<file path="config.mk">
export PLATFORM = sky130hd
export DESIGN_NAME = fbab_mac
export DESIGN_NICKNAME = d
export VERILOG_FILES = /design/src/sv/fbab_pkg.sv /design/src/sv/fbab_mac.sv
export SDC_FILE = /design/constraint.sdc
export NUM_CORES = 1
export LEC_CHECK = 0
export BUFFER_PORTS_ARGS = -buffer_cell sky130_fd_sc_hd__buf_2
export CAP_MARGIN = 20
export CELL_PAD_IN_SITES_DETAIL_PLACEMENT = 0
export CELL_PAD_IN_SITES_GLOBAL_PLACEMENT = 1
export CORE_MARGIN = 2
export CORE_UTILIZATION = 25
export CTS_CLUSTER_DIAMETER = 150
export DETAILED_ROUTE_END_ITERATION = 12
export GPL_TIMING_DRIVEN = 0
export PLACE_DENSITY_LB_ADDON = 0.1
export REMOVE_ABC_BUFFERS = 1
export SYNTH_ARGS = -nofsm -noshare
export SYNTH_HDL_FRONTEND = slang
export SYNTH_SLANG_ARGS = --single-unit
</file>
<file path="constraint.sdc">
create_clock -name i_clk -period 11.26 [get_ports i_clk]
set_input_delay 1.126 -clock i_clk [delete_from_list [all_inputs] [get_ports i_clk]]
set_output_delay 1.126 -clock i_clk [all_outputs]
set_load 0.005 [all_outputs]
</file>
<file path="src/sv/fbab_pkg.sv">
// Shared types, constants and codes for the framebuffer alpha blend pixel unit.
package fbab_pkg;

    localparam int MAX_WIDTH   = 64;
    localparam int MAX_HEIGHT  = 64;
    localparam int STORE_DEPTH = MAX_WIDTH * MAX_HEIGHT;
    localparam int ADDR_W      = $clog2(STORE_DEPTH);
    localparam int PIX_W       = 32;
    localparam int CFG_W       = 7;
    localparam int MUL_W       = 8;
    localparam int ACC_W       = 2 * MUL_W;
    localparam int CH_W        = 8;
    localparam int CFG_IDX_W   = 1;

    localparam logic [1:0] CMD_BLEND = 2'd0;
    localparam logic [1:0] CMD_WRITE = 2'd1;

    localparam logic [CFG_IDX_W-1:0] CFG_IMAGE_WIDTH  = 1'b0;
    localparam logic [CFG_IDX_W-1:0] CFG_IMAGE_HEIGHT = 1'b1;

    localparam logic [CFG_W-1:0] RST_WIDTH  = 7'd64;
    localparam logic [CFG_W-1:0] RST_HEIGHT = 7'd64;

    localparam logic [CH_W-1:0] FULL_ALPHA = 8'd255;
    localparam logic [1:0]      LAST_CH    = 2'd2;

    typedef struct packed {
        logic [1:0]        cmd;
        logic signed [15:0] x_coord;
        logic signed [15:0] y_coord;
        logic [PIX_W-1:0]  pixel_color;
    } t_item;

    typedef struct packed {
        logic             in_range;
        logic [PIX_W-1:0] pixel_value;
    } t_result;

    typedef struct packed {
        logic             load;
        logic             accum;
        logic [MUL_W-1:0] op_a;
        logic [MUL_W-1:0] op_b;
    } t_mac_ctl;

    typedef struct packed {
        logic              we;
        logic              re;
        logic [ADDR_W-1:0] addr;
        logic [PIX_W-1:0]  wdata;
    } t_ram_req;

    typedef enum logic [3:0] {
        S_IDLE,
        S_ADDR,
        S_CALC,
        S_RD,
        S_RDW,
        S_MULF,
        S_MULB,
        S_QUO,
        S_WR,
        S_OUT
    } t_state;

endpackage

</file>
<file path="src/sv/fbab_mac.sv">
// Shared 8x8 multiply-accumulate unit with divide-by-255 output.
module fbab_mac (
    input  logic                       i_clk,
    input  fbab_pkg::t_mac_ctl         i_ctl,
    output logic [fbab_pkg::ACC_W-1:0] o_acc,
    output logic [fbab_pkg::CH_W-1:0]  o_quot
);

    logic [fbab_pkg::ACC_W-1:0] r_acc;
    logic [fbab_pkg::ACC_W-1:0] prod;
    logic [fbab_pkg::ACC_W:0]   div_sum;

    assign prod = fbab_pkg::ACC_W'(i_ctl.op_a) * fbab_pkg::ACC_W'(i_ctl.op_b);

    always_ff @(posedge i_clk) begin
        if (i_ctl.load) begin
            r_acc <= prod;
        end else if (i_ctl.accum) begin
            r_acc <= r_acc + prod;
        end
    end

    // exact v/255 for v below 65280
    assign div_sum = {1'b0, r_acc} + (fbab_pkg::ACC_W + 1)'(1)
                   + (fbab_pkg::ACC_W + 1)'(r_acc >> 8);
    assign o_quot  = div_sum[fbab_pkg::ACC_W-1:8];
    assign o_acc   = r_acc;

endmodule

</file>
Word-level counts from Yosys, hierarchy flattened
Cells that the tools add are included.
W data, S select, Z words.
{"block": "totals", "ff_bits": 16, "inputBits": 19, "output_inout_bits": 24, "elab_cells": 8}
{"block": "op_classes", "add_sub_neg": 3, "mul": 1, "mux": 2, "reduce_logical": 1}
{"cell": "$mux W16", "count": 2}
{"cell": "$add A16 B1 Y16 const B", "count": 1}
{"cell": "$add A16 B16 Y16", "count": 1}
{"cell": "$add A16 B8 Y16", "count": 1}
{"cell": "$mul A8 B8 Y16", "count": 1}
{"cell": "$reduce_bool A2 Y1", "count": 1}

Depth between registers and ports, before layout
{"block": "depth", "depth_word": 4, "depth_mapped": 22, "mapped_depth_nobuf": 22}

Least setup slack after synthesis
No wires, ideal clock.
{"block": "synth_timing", "path_type": "input port to flip-flop", "startpoint": "input i_ctl[8] (netlist name)", "endpoint": "register r_acc, in the netlist o_acc[15], data pin", "arrival_ps": 6124, "required_time_ps": 10992, "slack_ps": 4868, "path_stages": 20, "n_path_buf": 0, "path_cell_list": "nand2_1 fa_1 fa_1 inv_1 fa_1 inv_1 fa_1 inv_1 ha_1 o21ai_0 or3_1 nand3_1 a21oi_1 xnor2_1 ha_1 a21o_1 a221oi_1 a21bo_2 a311oi_2 xnor3_1"}
{"block": "synth_via", "elab_chain_cells": 4}
{"element": "start: declaration", "line_no": "fbab_mac.sv:4", "source": "input fbab_pkg::t_mac_ctl i_ctl,"}
{"element": "$mul A8 B8 Y16 *", "line_no": "fbab_mac.sv:13", "source": "assign prod = fbab_pkg::ACC_W'(i_ctl.op_a) * fbab_pkg::ACC_W'(i_ctl.op_b);"}
{"element": "$add A16 B16 Y16", "line_no": "fbab_mac.sv:19", "source": "r_acc <= r_acc + prod;"}
{"element": "$mux W16", "line_no": "fbab_mac.sv:18", "source": "end else if (i_ctl.accum) begin"}
{"element": "$mux W16 *", "line_no": "fbab_mac.sv:16", "source": "if (i_ctl.load) begin"}
{"element": "end signal: assignment", "line_no": "fbab_mac.sv:17", "source": "r_acc <= prod;"}
{"element": "end signal: assignment", "line_no": "fbab_mac.sv:19"}
{"element": "end: declaration", "line_no": "fbab_mac.sv:9", "source": "logic [fbab_pkg::ACC_W-1:0] r_acc;"}
Every way passes the cells marked *; elsewhere a longest branch is shown, timed or not. The select of a mux whose other input is x is not followed.
A chain may end at the register's enable or synchronous reset.

Worst setup path after layout
Ends and elaborated chain as after synthesis.

==> impl_metrics.ini <==
[status]
status = finished clean

[global_routing]
grt_pass1_wl_mm = 15.2
grt_max_degree = 31
grt.total_usage = 0.119
grt_busiest_layer = met2
grt_overflow = 0
grt_use_met3 = 0.0188
antenna_found_initial = 0
met1_usage = 0.163
grt_pass1_vias = 2946
use_met2 = 0.204

[yosys]
synth_top_area_cell = fa_1
yosysMostFrequentCell = ha_1
ys_top_cells_by_area = fa_1, ha_1, edfxtp_1, and2_1, inv_1
synth_seq_cells = 16
yosysWarnings = 0
synth_ff_type = edfxtp_1
syn-cell-area_sq_mm = 0.00369
ys_top_cells_by_count = ha_1, and2_1, inv_1
syn_avg_cell_area_sq_um = 9.35
async_flop_share = 0
yosysUniqueCellTypes = 43
synthCells = 395
synth_enable_flop_cells = 16
yosysSeqAreaShare = 0.130
yosysTopAreaCellShare = 0.201

[timing]
hold_violations = 0
period_share = 0.603
slew_violations = 0
fin_crit_ns = 6.79
rsz0062_at_grt = false
relSlewSlack = 0.645
max_freq_ghz = 0.147
fin_setup_tns_ns = 0
tightest_slew_ns = 0.527
skew_ns = 0.00250
setup_viol = 0

[final_layout]
drive_above_1_share = 0.135
largest_register_ffs = 16
n_antenna_cell = 0
syn2layout_area_growth_pct = 13.7
fin_cells = 622
nNetsFinal = 554

[worst_hold_path]
hp-class = register to register

[cts]
clockBufferDepth = 2
post_cts_buffers = 0
holdBufCountCts = 0
clkSinkCount = 16
clkLatencyLatePin_ns = 0.26
path_clk_slew_ns = 0.06
cts_buffers = 3
cts_resized = 0
cts_root_buf = clkbuf_16
cts_tree = done
htreeDepth = 1

[route]
via_per_inst = 4.64
wl_per_cell_um = 14.3
ant_nets = 0
drc = 0
drt-initial-drc-count = 67
wl_mm = 8.91
drt_pass1_iterations = 4
route.vias.total = 2883

[placement]
post-dp-hpwl_mm = 7.56
place_congestion = 0.754
dp_cells = 618
numPortBuffers = 42

[worst_setup_path]
crit_path_end_kind = register
reg2reg_slack_ns = 8.40
cp_max_fo = 8
path_class = primary input to register
cp_data_required_time_ns = 11.26
start_kind = primary input
critical_path_arrival_ns = 6.79

[flow_run]
drv_cap = 0

[power]
ir_worst_vdd_uv = 128
p_leak_nw = 2.10
finalPower_mw = 1.29
cellPowerDensity_mw_per_mm2 = 308

[floorplanning]
fp.dieH_um = 126
fp.dieW_um = 126
io_pins = 43
num_rows = 44
core_area_sq_mm = 0.0145
start_util = 0.255
dieArea_sq_mm = 0.0158
==> cell type report <==
type                    instances  area (sq um)
clock buffers                   3          75.1
clock inverters                 1          3.75
flip-flops and latches         16           480
multi-input cells             327          3010
inverters                      49           184
well taps                     184           230
fillers                      1557         10300
repair buffers                 42           210
==> report_power, final <==
part           internal (mW)  total (mW)  switching, mW  leakage, nW
clock                 0.0474      0.0753         0.0279       0.0385
combinational          0.490        1.04          0.554         1.89
sequential             0.124       0.172         0.0483        0.167
total                  0.662        1.29          0.630         2.10
==> cells in the final DEF (no fill, tap or decap), types with 2 or more instances in the layout <==
cell type / n
a31oi_1: 3
nand2b_1: 2
nand4_1: 2
nor2_1: 4
a21o_1: 13
o21a_1: 2
buf_2: 42
mux2_2: 4
and2_1: 56
nor3_1: 4
fa_1: 37
o21ai_0: 22
o21bai_1: 3
a21oi_1: 18
xor2_1: 11
nand3_1: 6
or2_2: 2
and3_1: 4
a221oi_2: 2
edfxtp_1: 16
nand2_1: 29
xnor2_1: 21
clkbuf_16: 3
a211oi_1: 4
o211a_1: 3
ha_1: 59
inv_1: 49
==> worst max-delay path: stages <==
cell      delay, ns
buf_2          0.17
nand2_1        0.10
fa_1           0.52
fa_1           0.55
inv_1          0.06
fa_1           0.52
inv_1          0.05
fa_1           0.52
inv_1          0.04
ha_1           0.33
o21ai_0        0.13
or3_1          0.42
nand3_1        0.11
a21oi_1        0.08
xnor2_1        0.25
ha_1           0.33
a21o_1         0.24
a221oi_1       0.36
a21bo_2        0.30
a311oi_2       0.24
xnor3_1        0.34
==> metal layers <==
metal,vias up,routed length [um]
met5,-,0
met4,0,40
met3,5,180
met2,29,4360
met1,1412,4330
li1,1437,-
==> through the flow <==
step	setup slack (ns)	area (sq um)	utilization	hold slack (ns)
after floorplan	4.87	3680	-	0.717
after global placement	4.12	4120	0.284	0.784
after detailed placement	4.14	4120	0.284	0.788
after CTS	4.41	4200	0.290	0.802
after global routing	4.05	4200	0.290	0.846
final	4.47	4200	0.290	0.786
==> path summary, 6_finish.rpt <==
path,from,endpoint,depth (start not counted)
min,o_acc[0],o_acc[0],2
max reg2reg,o_acc[0],o_acc[14],8
max,i_ctl[8],o_acc[15],21
min reg2reg,o_acc[0],o_acc[0],2
==> kinds of logic (layout without fill, tap and decap cells) <==
kind of cell	Yosys count	in the layout	share of synthesized area
XOR/XNOR	33	33	0.0820
AO/OA/AOI/OAI	82	82	0.156
adder cells (fa/ha/maj)	96	96	0.400
flip-flops	16	16	0.130
buffers and inverters	52	95	0.0539
AND/OR/NAND/NOR	112	112	0.166
multiplexers	4	4	0.0122
Note: power is estimated with default switching activity, not from simulation.
