===== src/sv/fbab_pkg.sv =====
// Shared types, constants and codes for the framebuffer alpha blend pixel unit.
package fbab_pkg;

    localparam int MAX_WIDTH   = 64;
    localparam int MAX_HEIGHT  = 64;
    localparam int STORE_DEPTH = MAX_WIDTH * MAX_HEIGHT;
    localparam int ADDR_W      = $clog2(STORE_DEPTH);
    localparam int PIX_W       = 32;
    localparam int CFG_W       = 7;
    localparam int MUL_W       = 8;
    localparam int ACC_W       = 2 * MUL_W;
    localparam int CH_W        = 8;
    localparam int CFG_IDX_W   = 1;

    localparam logic [1:0] CMD_BLEND = 2'd0;
    localparam logic [1:0] CMD_WRITE = 2'd1;

    localparam logic [CFG_IDX_W-1:0] CFG_IMAGE_WIDTH  = 1'b0;
    localparam logic [CFG_IDX_W-1:0] CFG_IMAGE_HEIGHT = 1'b1;

    localparam logic [CFG_W-1:0] RST_WIDTH  = 7'd64;
    localparam logic [CFG_W-1:0] RST_HEIGHT = 7'd64;

    localparam logic [CH_W-1:0] FULL_ALPHA = 8'd255;
    localparam logic [1:0]      LAST_CH    = 2'd2;

    typedef struct packed {
        logic [1:0]        cmd;
        logic signed [15:0] x_coord;
        logic signed [15:0] y_coord;
        logic [PIX_W-1:0]  pixel_color;
    } t_item;

    typedef struct packed {
        logic             in_range;
        logic [PIX_W-1:0] pixel_value;
    } t_result;

    typedef struct packed {
        logic             load;
        logic             accum;
        logic [MUL_W-1:0] op_a;
        logic [MUL_W-1:0] op_b;
    } t_mac_ctl;

    typedef struct packed {
        logic              we;
        logic              re;
        logic [ADDR_W-1:0] addr;
        logic [PIX_W-1:0]  wdata;
    } t_ram_req;

    typedef enum logic [3:0] {
        S_IDLE,
        S_ADDR,
        S_CALC,
        S_RD,
        S_RDW,
        S_MULF,
        S_MULB,
        S_QUO,
        S_WR,
        S_OUT
    } t_state;

endpackage


===== src/sv/fbab_seq.sv =====
// Sequencer: range check, address, blend passes and store access.
module fbab_seq (
    input  logic                         i_clk,
    input  logic                         i_rst_n,
    input  logic                         i_start,
    input  fbab_pkg::t_item              i_item,
    input  logic [fbab_pkg::CFG_W-1:0]   i_width,
    input  logic [fbab_pkg::CFG_W-1:0]   i_height,
    input  logic [fbab_pkg::ACC_W-1:0]   i_acc,
    input  logic [fbab_pkg::CH_W-1:0]    i_quot,
    input  logic [fbab_pkg::PIX_W-1:0]   i_rdata,
    output logic                         o_busy,
    output logic                         o_done,
    output fbab_pkg::t_result            o_result,
    output fbab_pkg::t_mac_ctl           o_mac,
    output fbab_pkg::t_ram_req           o_ram
);

    fbab_pkg::t_state                r_state, n_state;
    logic [1:0]                      r_cmd, n_cmd;
    logic [fbab_pkg::CFG_W-1:0]      r_x, n_x;
    logic [fbab_pkg::CFG_W-1:0]      r_y, n_y;
    logic [fbab_pkg::PIX_W-1:0]      r_color, n_color;
    logic                            r_in_range, n_in_range;
    logic [fbab_pkg::ADDR_W-1:0]     r_addr, n_addr;
    logic [fbab_pkg::PIX_W-1:0]      r_pix, n_pix;
    logic [1:0]                      r_ch, n_ch;
    logic                            inr;
    logic [1:0]                      lane;

    assign inr = !i_item.x_coord[15] && !i_item.y_coord[15]
              && (i_item.x_coord[14:0] < 15'(i_width))
              && (i_item.y_coord[14:0] < 15'(i_height));

    // channel 0 is red in the top byte
    assign lane = 2'd3 - r_ch;

    always_ff @(posedge i_clk) begin
        if (!i_rst_n) begin
            r_state <= fbab_pkg::S_IDLE;
        end else begin
            r_state <= n_state;
        end
        r_cmd      <= n_cmd;
        r_x        <= n_x;
        r_y        <= n_y;
        r_color    <= n_color;
        r_in_range <= n_in_range;
        r_addr     <= n_addr;
        r_pix      <= n_pix;
        r_ch       <= n_ch;
    end

    always_comb begin
        n_state    = r_state;
        n_cmd      = r_cmd;
        n_x        = r_x;
        n_y        = r_y;
        n_color    = r_color;
        n_in_range = r_in_range;
        n_addr     = r_addr;
        n_pix      = r_pix;
        n_ch       = r_ch;
        o_mac      = '0;
        o_ram      = '0;
        o_ram.addr = r_addr;
        o_ram.wdata = r_pix;
        o_done     = 1'b0;
        unique case (r_state)
            fbab_pkg::S_IDLE: begin
                if (i_start) begin
                    n_cmd      = i_item.cmd;
                    n_x        = i_item.x_coord[fbab_pkg::CFG_W-1:0];
                    n_y        = i_item.y_coord[fbab_pkg::CFG_W-1:0];
                    n_color    = i_item.pixel_color;
                    n_in_range = inr;
                    if (inr) begin
                        n_state = fbab_pkg::S_ADDR;
                    end else begin
                        n_pix   = '0;
                        n_state = fbab_pkg::S_OUT;
                    end
                end
            end
            fbab_pkg::S_ADDR: begin
                o_mac.load = 1'b1;
                o_mac.op_a = fbab_pkg::MUL_W'(r_y);
                o_mac.op_b = fbab_pkg::MUL_W'(i_width);
                n_state    = fbab_pkg::S_CALC;
            end
            fbab_pkg::S_CALC: begin
                n_addr = fbab_pkg::ADDR_W'(i_acc) + fbab_pkg::ADDR_W'(r_x);
                if (r_cmd == fbab_pkg::CMD_WRITE) begin
                    n_pix   = r_color;
                    n_state = fbab_pkg::S_WR;
                end else begin
                    n_state = fbab_pkg::S_RD;
                end
            end
            fbab_pkg::S_RD: begin
                o_ram.re = 1'b1;
                n_state  = fbab_pkg::S_RDW;
            end
            fbab_pkg::S_RDW: begin
                n_pix = i_rdata;
                n_ch  = '0;
                if (r_cmd == fbab_pkg::CMD_BLEND) begin
                    n_state = fbab_pkg::S_MULF;
                end else begin
                    n_state = fbab_pkg::S_OUT;
                end
            end
            fbab_pkg::S_MULF: begin
                o_mac.load = 1'b1;
                o_mac.op_a = r_color[fbab_pkg::CH_W-1:0];
                o_mac.op_b = r_color[{lane, 3'b000} +: fbab_pkg::CH_W];
                n_state    = fbab_pkg::S_MULB;
            end
            fbab_pkg::S_MULB: begin
                o_mac.accum = 1'b1;
                o_mac.op_a  = fbab_pkg::FULL_ALPHA - r_color[fbab_pkg::CH_W-1:0];
                o_mac.op_b  = r_pix[{lane, 3'b000} +: fbab_pkg::CH_W];
                n_state     = fbab_pkg::S_QUO;
            end
            fbab_pkg::S_QUO: begin
                n_pix[{lane, 3'b000} +: fbab_pkg::CH_W] = i_quot;
                if (r_ch == fbab_pkg::LAST_CH) begin
                    n_pix[fbab_pkg::CH_W-1:0] = fbab_pkg::FULL_ALPHA;
                    n_state = fbab_pkg::S_WR;
                end else begin
                    n_ch    = r_ch + 2'd1;
                    n_state = fbab_pkg::S_MULF;
                end
            end
            fbab_pkg::S_WR: begin
                o_ram.we = 1'b1;
                n_state  = fbab_pkg::S_OUT;
            end
            fbab_pkg::S_OUT: begin
                o_done  = 1'b1;
                n_state = fbab_pkg::S_IDLE;
            end
            default: begin
                n_state = fbab_pkg::S_IDLE;
            end
        endcase
    end

    assign o_busy               = (r_state != fbab_pkg::S_IDLE);
    assign o_result.in_range    = r_in_range;
    assign o_result.pixel_value = r_pix;

`ifndef SYNTH
    a_done_single: assert property (@(posedge i_clk) disable iff (!i_rst_n)
        o_done |=> !o_done)
        else $error("done strobe lasted more than one cycle");

    a_start_busy: assert property (@(posedge i_clk) disable iff (!i_rst_n)
        (i_start && !o_busy) |=> o_busy)
        else $error("accepted transfer did not raise busy");

    a_oor_zero: assert property (@(posedge i_clk) disable iff (!i_rst_n)
        (o_done && !o_result.in_range) |-> (o_result.pixel_value == '0))
        else $error("out-of-range result carries nonzero pixel");

    a_blend_alpha: assert property (@(posedge i_clk) disable iff (!i_rst_n)
        (o_done && o_result.in_range && r_cmd == fbab_pkg::CMD_BLEND)
        |-> (o_result.pixel_value[fbab_pkg::CH_W-1:0] == fbab_pkg::FULL_ALPHA))
        else $error("blended pixel alpha not forced opaque");

    a_write_in_range: assert property (@(posedge i_clk) disable iff (!i_rst_n)
        o_ram.we |-> (r_in_range && $past(o_busy)))
        else $error("store written for out-of-range access");
`endif

endmodule


===== config.mk =====
export PLATFORM = sky130hd
export DESIGN_NAME = fbab_seq
export DESIGN_NICKNAME = d
export VERILOG_FILES = /design/src/sv/fbab_pkg.sv /design/src/sv/fbab_seq.sv
export SDC_FILE = /design/constraint.sdc
export NUM_CORES = 1
export LEC_CHECK = 0
export ABC_AREA = 1
export BUFFER_PORTS_ARGS = -buffer_cell sky130_fd_sc_hd__buf_2
export CAP_MARGIN = 20
export CORE_MARGIN = 3
export CORE_UTILIZATION = 54
export DETAILED_ROUTE_END_ITERATION = 6
export PLACE_DENSITY_LB_ADDON = 0.12
export SYNTH_ARGS = -nofsm -noshare
export SYNTH_HDL_FRONTEND = slang
export SYNTH_SLANG_ARGS = --single-unit

===== constraint.sdc =====
create_clock -name i_clk -period 8.6 [get_ports i_clk]
set_input_delay 0.43 -clock i_clk [delete_from_list [all_inputs] [get_ports i_clk]]
set_output_delay 0.43 -clock i_clk [all_outputs]
set_load 0.05 [all_outputs]

=== Word level (Yosys, flattened, before mapping) ===
Cells that the tools add are included.

* Output and inout bits: 99
* Word-level logic and storage cells: 69
* Input port bits: 139
* Flip-flop bits (word level): 99

* Shift operators: 4
* Equal/unequal tests: 15
* Reduce and logical (&&, ||, !) cells: 14
* Multiplexer cells: 20
* Add/subtract/negate cells: 5
* $lt $le $gt $ge: 2

{| class="wikitable"
|+ Operator list
! kind !! count
|-
| 32-bit one-hot mux with 4 select lines || 1
|-
| 32-bit two-way mux || 3
|-
| 32-bit by 6-bit variable part select with 8-bit output || 2
|-
| 16-bit one-hot mux with 3 select lines || 1
|-
| 4-bit one-hot mux with 9 select lines || 1
|-
| 32-bit bitwise mux || 1
|-
| 8-bit by 7-bit variable shift with 32-bit output, first input constant || 1
|-
| 8-bit by 7-bit variable part select with 32-bit output || 1
|-
| 15-bit by 7-bit less-than comparator with 1-bit output || 2
|-
| 4-bit two-way mux || 5
|-
| 4-bit by 3-bit == test with 1-bit output, second input constant || 4
|-
| 12-bit by 7-bit adder with 12-bit output || 1
|-
| 4-bit by 2-bit == test with 1-bit output, second input constant || 2
|-
| 4-bit == test, second input constant || 2
|-
| 8-bit two-way mux || 1
|-
| 2-bit != test, second input constant || 4
|-
| 4-bit nonzero test || 2
|-
| 8-bit subtractor, first input constant || 1
|-
| 5-bit negation with 7-bit output || 1
|-
| 1-bit two-way mux || 5
|-
| 4-bit by 1-bit == test with 1-bit output, second input constant || 1
|-
| 4-bit logical NOT || 1
|-
| 2-bit one-hot mux with 2 select lines || 1
|-
| 2-bit AND reduction || 2
|-
| other kinds (11) || 14
|}

=== Longest topological paths before layout ===
* Word-level depth: 7
* Mapped depth: 12

=== Worst setup path after synthesis ===
No wires, ideal clock.

* Path type: flip-flop to flip-flop
* Start: reg r_state[3]
* End: reg r_cmd[0], enable pin
* Data arrival time: 3.122 ns
* Path buffers: 0
* Stages on the path, launching flop included: 6
* Slack: 5.022 ns
* Library setup time: 0.456 ns
* Cell sequence: dfxtp_1 -> nor2_1 -> inv_1 -> nor2_1 -> inv_1 -> nor2_1

* Longest elaborated chain between the ends: 2

{| class="wikitable"
|+ Ends and longest elaborated chain
! item !! line !! source
|-
| from (decl) || fbab_seq.sv:19 || <nowiki>fbab_pkg::t_state r_state, n_state;</nowiki>
|-
| from (signal assigned) || fbab_seq.sv:40 || <nowiki>r_state <= fbab_pkg::S_IDLE;</nowiki>
|-
| from (signal assigned) || fbab_seq.sv:42 || <nowiki>r_state <= n_state;</nowiki>
|-
| 4-bit logical NOT || fbab_seq.sv:69 || <nowiki>unique case (r_state)</nowiki>
|-
| 2-bit AND reduction (no line) || - ||
|-
| to (signal assigned) || fbab_seq.sv:44 || <nowiki>r_cmd <= n_cmd;</nowiki>
|-
| to (decl) || fbab_seq.sv:20 || <nowiki>logic [1:0] r_cmd, n_cmd;</nowiki>
|}

No other way between the ends.
A chain may end at the register's enable or synchronous reset.

==> metrics.cfg <==
[outcome]
outcome = finished, final reports clean

[layout]
drive_gt1_share_pct = 29.73
fillCellCount = 940
final_nets = 1058
regArea_sq_um = 2933
fin_cells = 1038
diodes = 0
postLayoutCoreUtil_pct = 68.34
multi_input_area_sq_um = 2516
syn2layout_area_growth_pct = 22.85

[timing]
timing.setup.tns_ps = 0
fin_skew_ps = 8.774
finalSetupViolCount = 0
drv_slew = 0
period_share_pct = 40.14
min_period_ps = 3452
slew_headroom_pct = 38.08
timing.final.hold_violations = 0
tightest_slew_ps = 925.6
rsz0062_at_grt = no
fmax_mhz = 289.7

[clock_network]
htree_levels = 3
post_cts_buffers = 0
cts_sinks = 99
cts_buffers = 9
clk_latency_ps = 350
cts_tree = done
clk_pin_slew_ps = 70
root_buffer = clkbuf_16
post_cts_resized = 0
holdBufCountCts = 0
cts_buffer_depth = 2

[placement]
dpl.cell_count = 1020
hpwl_microns = 13800
gp_congestion = 0.9489
io_buffers = 233

[grt]
gr-total-overflow = 0
antenna_found_initial = 0
grt_pass1_wl_microns = 27730
grt_use_total_pct = 27.97
grt_pass1_vias = 5372
grt_max_degree = 50

[setup_path]
critPathLaunchType = register
path_class = reg2out
endpoint_kind = output port
required_ps = 8170
crit_fanout = 49
arrival_ps = 3020

[route]
postRouteAntennaNets = 0
drtPass1Iterations = 5
via_per_inst = 5.491
wirelength_microns = 18240
drc_errors = 0
avgRoutedWirePerCell_microns = 17.58
vias = 5700
drt_iter0_markers = 650

[logic_synthesis]
synth_warnings = 0
ys_ff_latch = 99
syn_avg_cell_area_sq_um = 8.653
synth_cell_type_count = 37
ys_seq_area_share_pct = 48.21
syn_nets = 868
syn_inst = 703
synth.cell_area_sq_um = 6083
yosys.area.top_type_share_pct = 46.89
synth_area_leaders = edfxtp_1 (47%), nand2_1 (12%), ha_1 (5.1%)
synth_top_area_cell = edfxtp_1

[die]
core_area_sq_um = 10940
die_h_microns = 112.1
die_x_microns = 112.1
initial_core_util_pct = 55.63
boundaryPins = 238
rows = 38
dieArea_sq_um = 12580

[hold_path]
worstHoldPathType = in2reg

[power_and_ir_drop]
power_uw = 2660
p_per_area_nw_per_um2 = 355.9
p_leak_uw = 0.003552
vdd.ir_drop.worst_mv = 0.3031

[job]
drv_cap = 0

registers in the layout, summed over array words and instances (netlist names):
name,flops
r_addr,12
r_cmd,2
r_color,32
r_x,7
r_y,7
r_pix,32
r_state,4
r_ch,2
r_in_range,1
metrics by stage:
stage | setup WS [ps] | hold slack (ps) | cell area, sq um
2_1_floorplan | 5022 | 512.8 | 6083
3_3_place_gp | 5226 | 524.1 | 7073
3_5_place_dp | 5211 | 551.4 | 7101
4_1_cts | 5210 | 241.6 | 7426
5_1_grt | 4973 | 239.9 | 7473
6_report | 5148 | 246.6 | 7473
worst max-delay path: stages (launching register included):
cell      delay (ps)
dfxtp_1          360
inv_2             80
nor2_4            40
nand2_2          680
clkinv_2         520
nand2_1          160
nand2_1           70
o21ai_1          170
nand2_1          140
nand3_1          160
nand2_1           60
buf_2            210
cell usage in the layout, fill, tap and decap left out, drive strengths merged, types with 2 or more instances in the layout:
master	Yosys	final
xor2	4	4
nand2	202	202
clkbuf	13	11
edfxtp	95	95
o221ai	8	8
o21ai	59	59
nor3	8	8
nand3b	2	2
a21o	2	2
buf	46	238
ha	25	25
xnor2	4	4
o2111ai	5	5
bufinv	0	2
nand4	5	5
inv	69	71
o31ai	2	2
a31oi	2	2
dfxtp	4	4
nor2	42	42
o211ai	38	38
clkinv	2	3
a21oi	17	17
nand3	44	44
final timing paths:
| kind | startpoint | to | slack, ps | depth (start not counted) |
|---|---|---|---|---|
| worst min register to register | r_color[29] | r_pix[29] | 580 | 2 |
| worst max register to register | r_state[2] | r_pix[20] | 5380 | 7 |
| worst max-delay path | r_state[2] | o_mac[0] | 5150 | 11 |
| worst min-delay path | i_item[16] | r_color[16] | 250 | 1 |
where the power goes:
group | internal (uW) | total [uW] | switching [uW]
clock | 265 | 445 | 180
combinational | 282 | 1340 | 1060
sequential | 756 | 872 | 117
total | 1300 | 2660 | 1360
Yosys cell counts (all sizes together):
library cell / number
o22ai: 1
inv: 69
o211ai: 38
nand4: 5
ha: 25
nor2: 42
o221ai: 8
nand2: 202
edfxtp: 95
a31oi: 2
o21a: 1
clkinv: 2
fa: 1
o2111ai: 5
o21ai: 59
clkbuf: 13
buf: 46
a21oi: 17
o31ai: 2
nor3: 8
dfxtp: 4
xnor2: 4
xor2: 4
a221oi: 1
nand3b: 2
nand3: 44
a21o: 2
o21bai: 1
cell families after synthesis:
family	count (synthesis)	share of synthesized area [%]
simple gates	303	20.42
compound gates	137	14.01
buf+inv	130	10.74
flops	99	48.21
fa+ha+maj	26	5.471
xor+xnor	8	1.152
per-layer routing:
| layer | global-route usage, % | vias to the layer above | wire (microns) |
|---|---|---|---|
| met5 | 0 | - | 0 |
| met3 | 5.175 | 29 | 1572 |
| met1 | 37.39 | 2587 | 7429 |
| met2 | 46.17 | 305 | 8829 |
| li1 | - | 2779 | - |
| met4 | 9.455 | 0 | 412 |
final cells by class:
cell class	instances	area share (%)
tap	140	2.344
multi-input combinational	474	33.67
clock buffer	11	3.248
clock inverter	5	1.105
sequential	99	39.24
timing repair buffer	238	16.81
inverter	71	3.583
(Power assumes the default switching activity.)
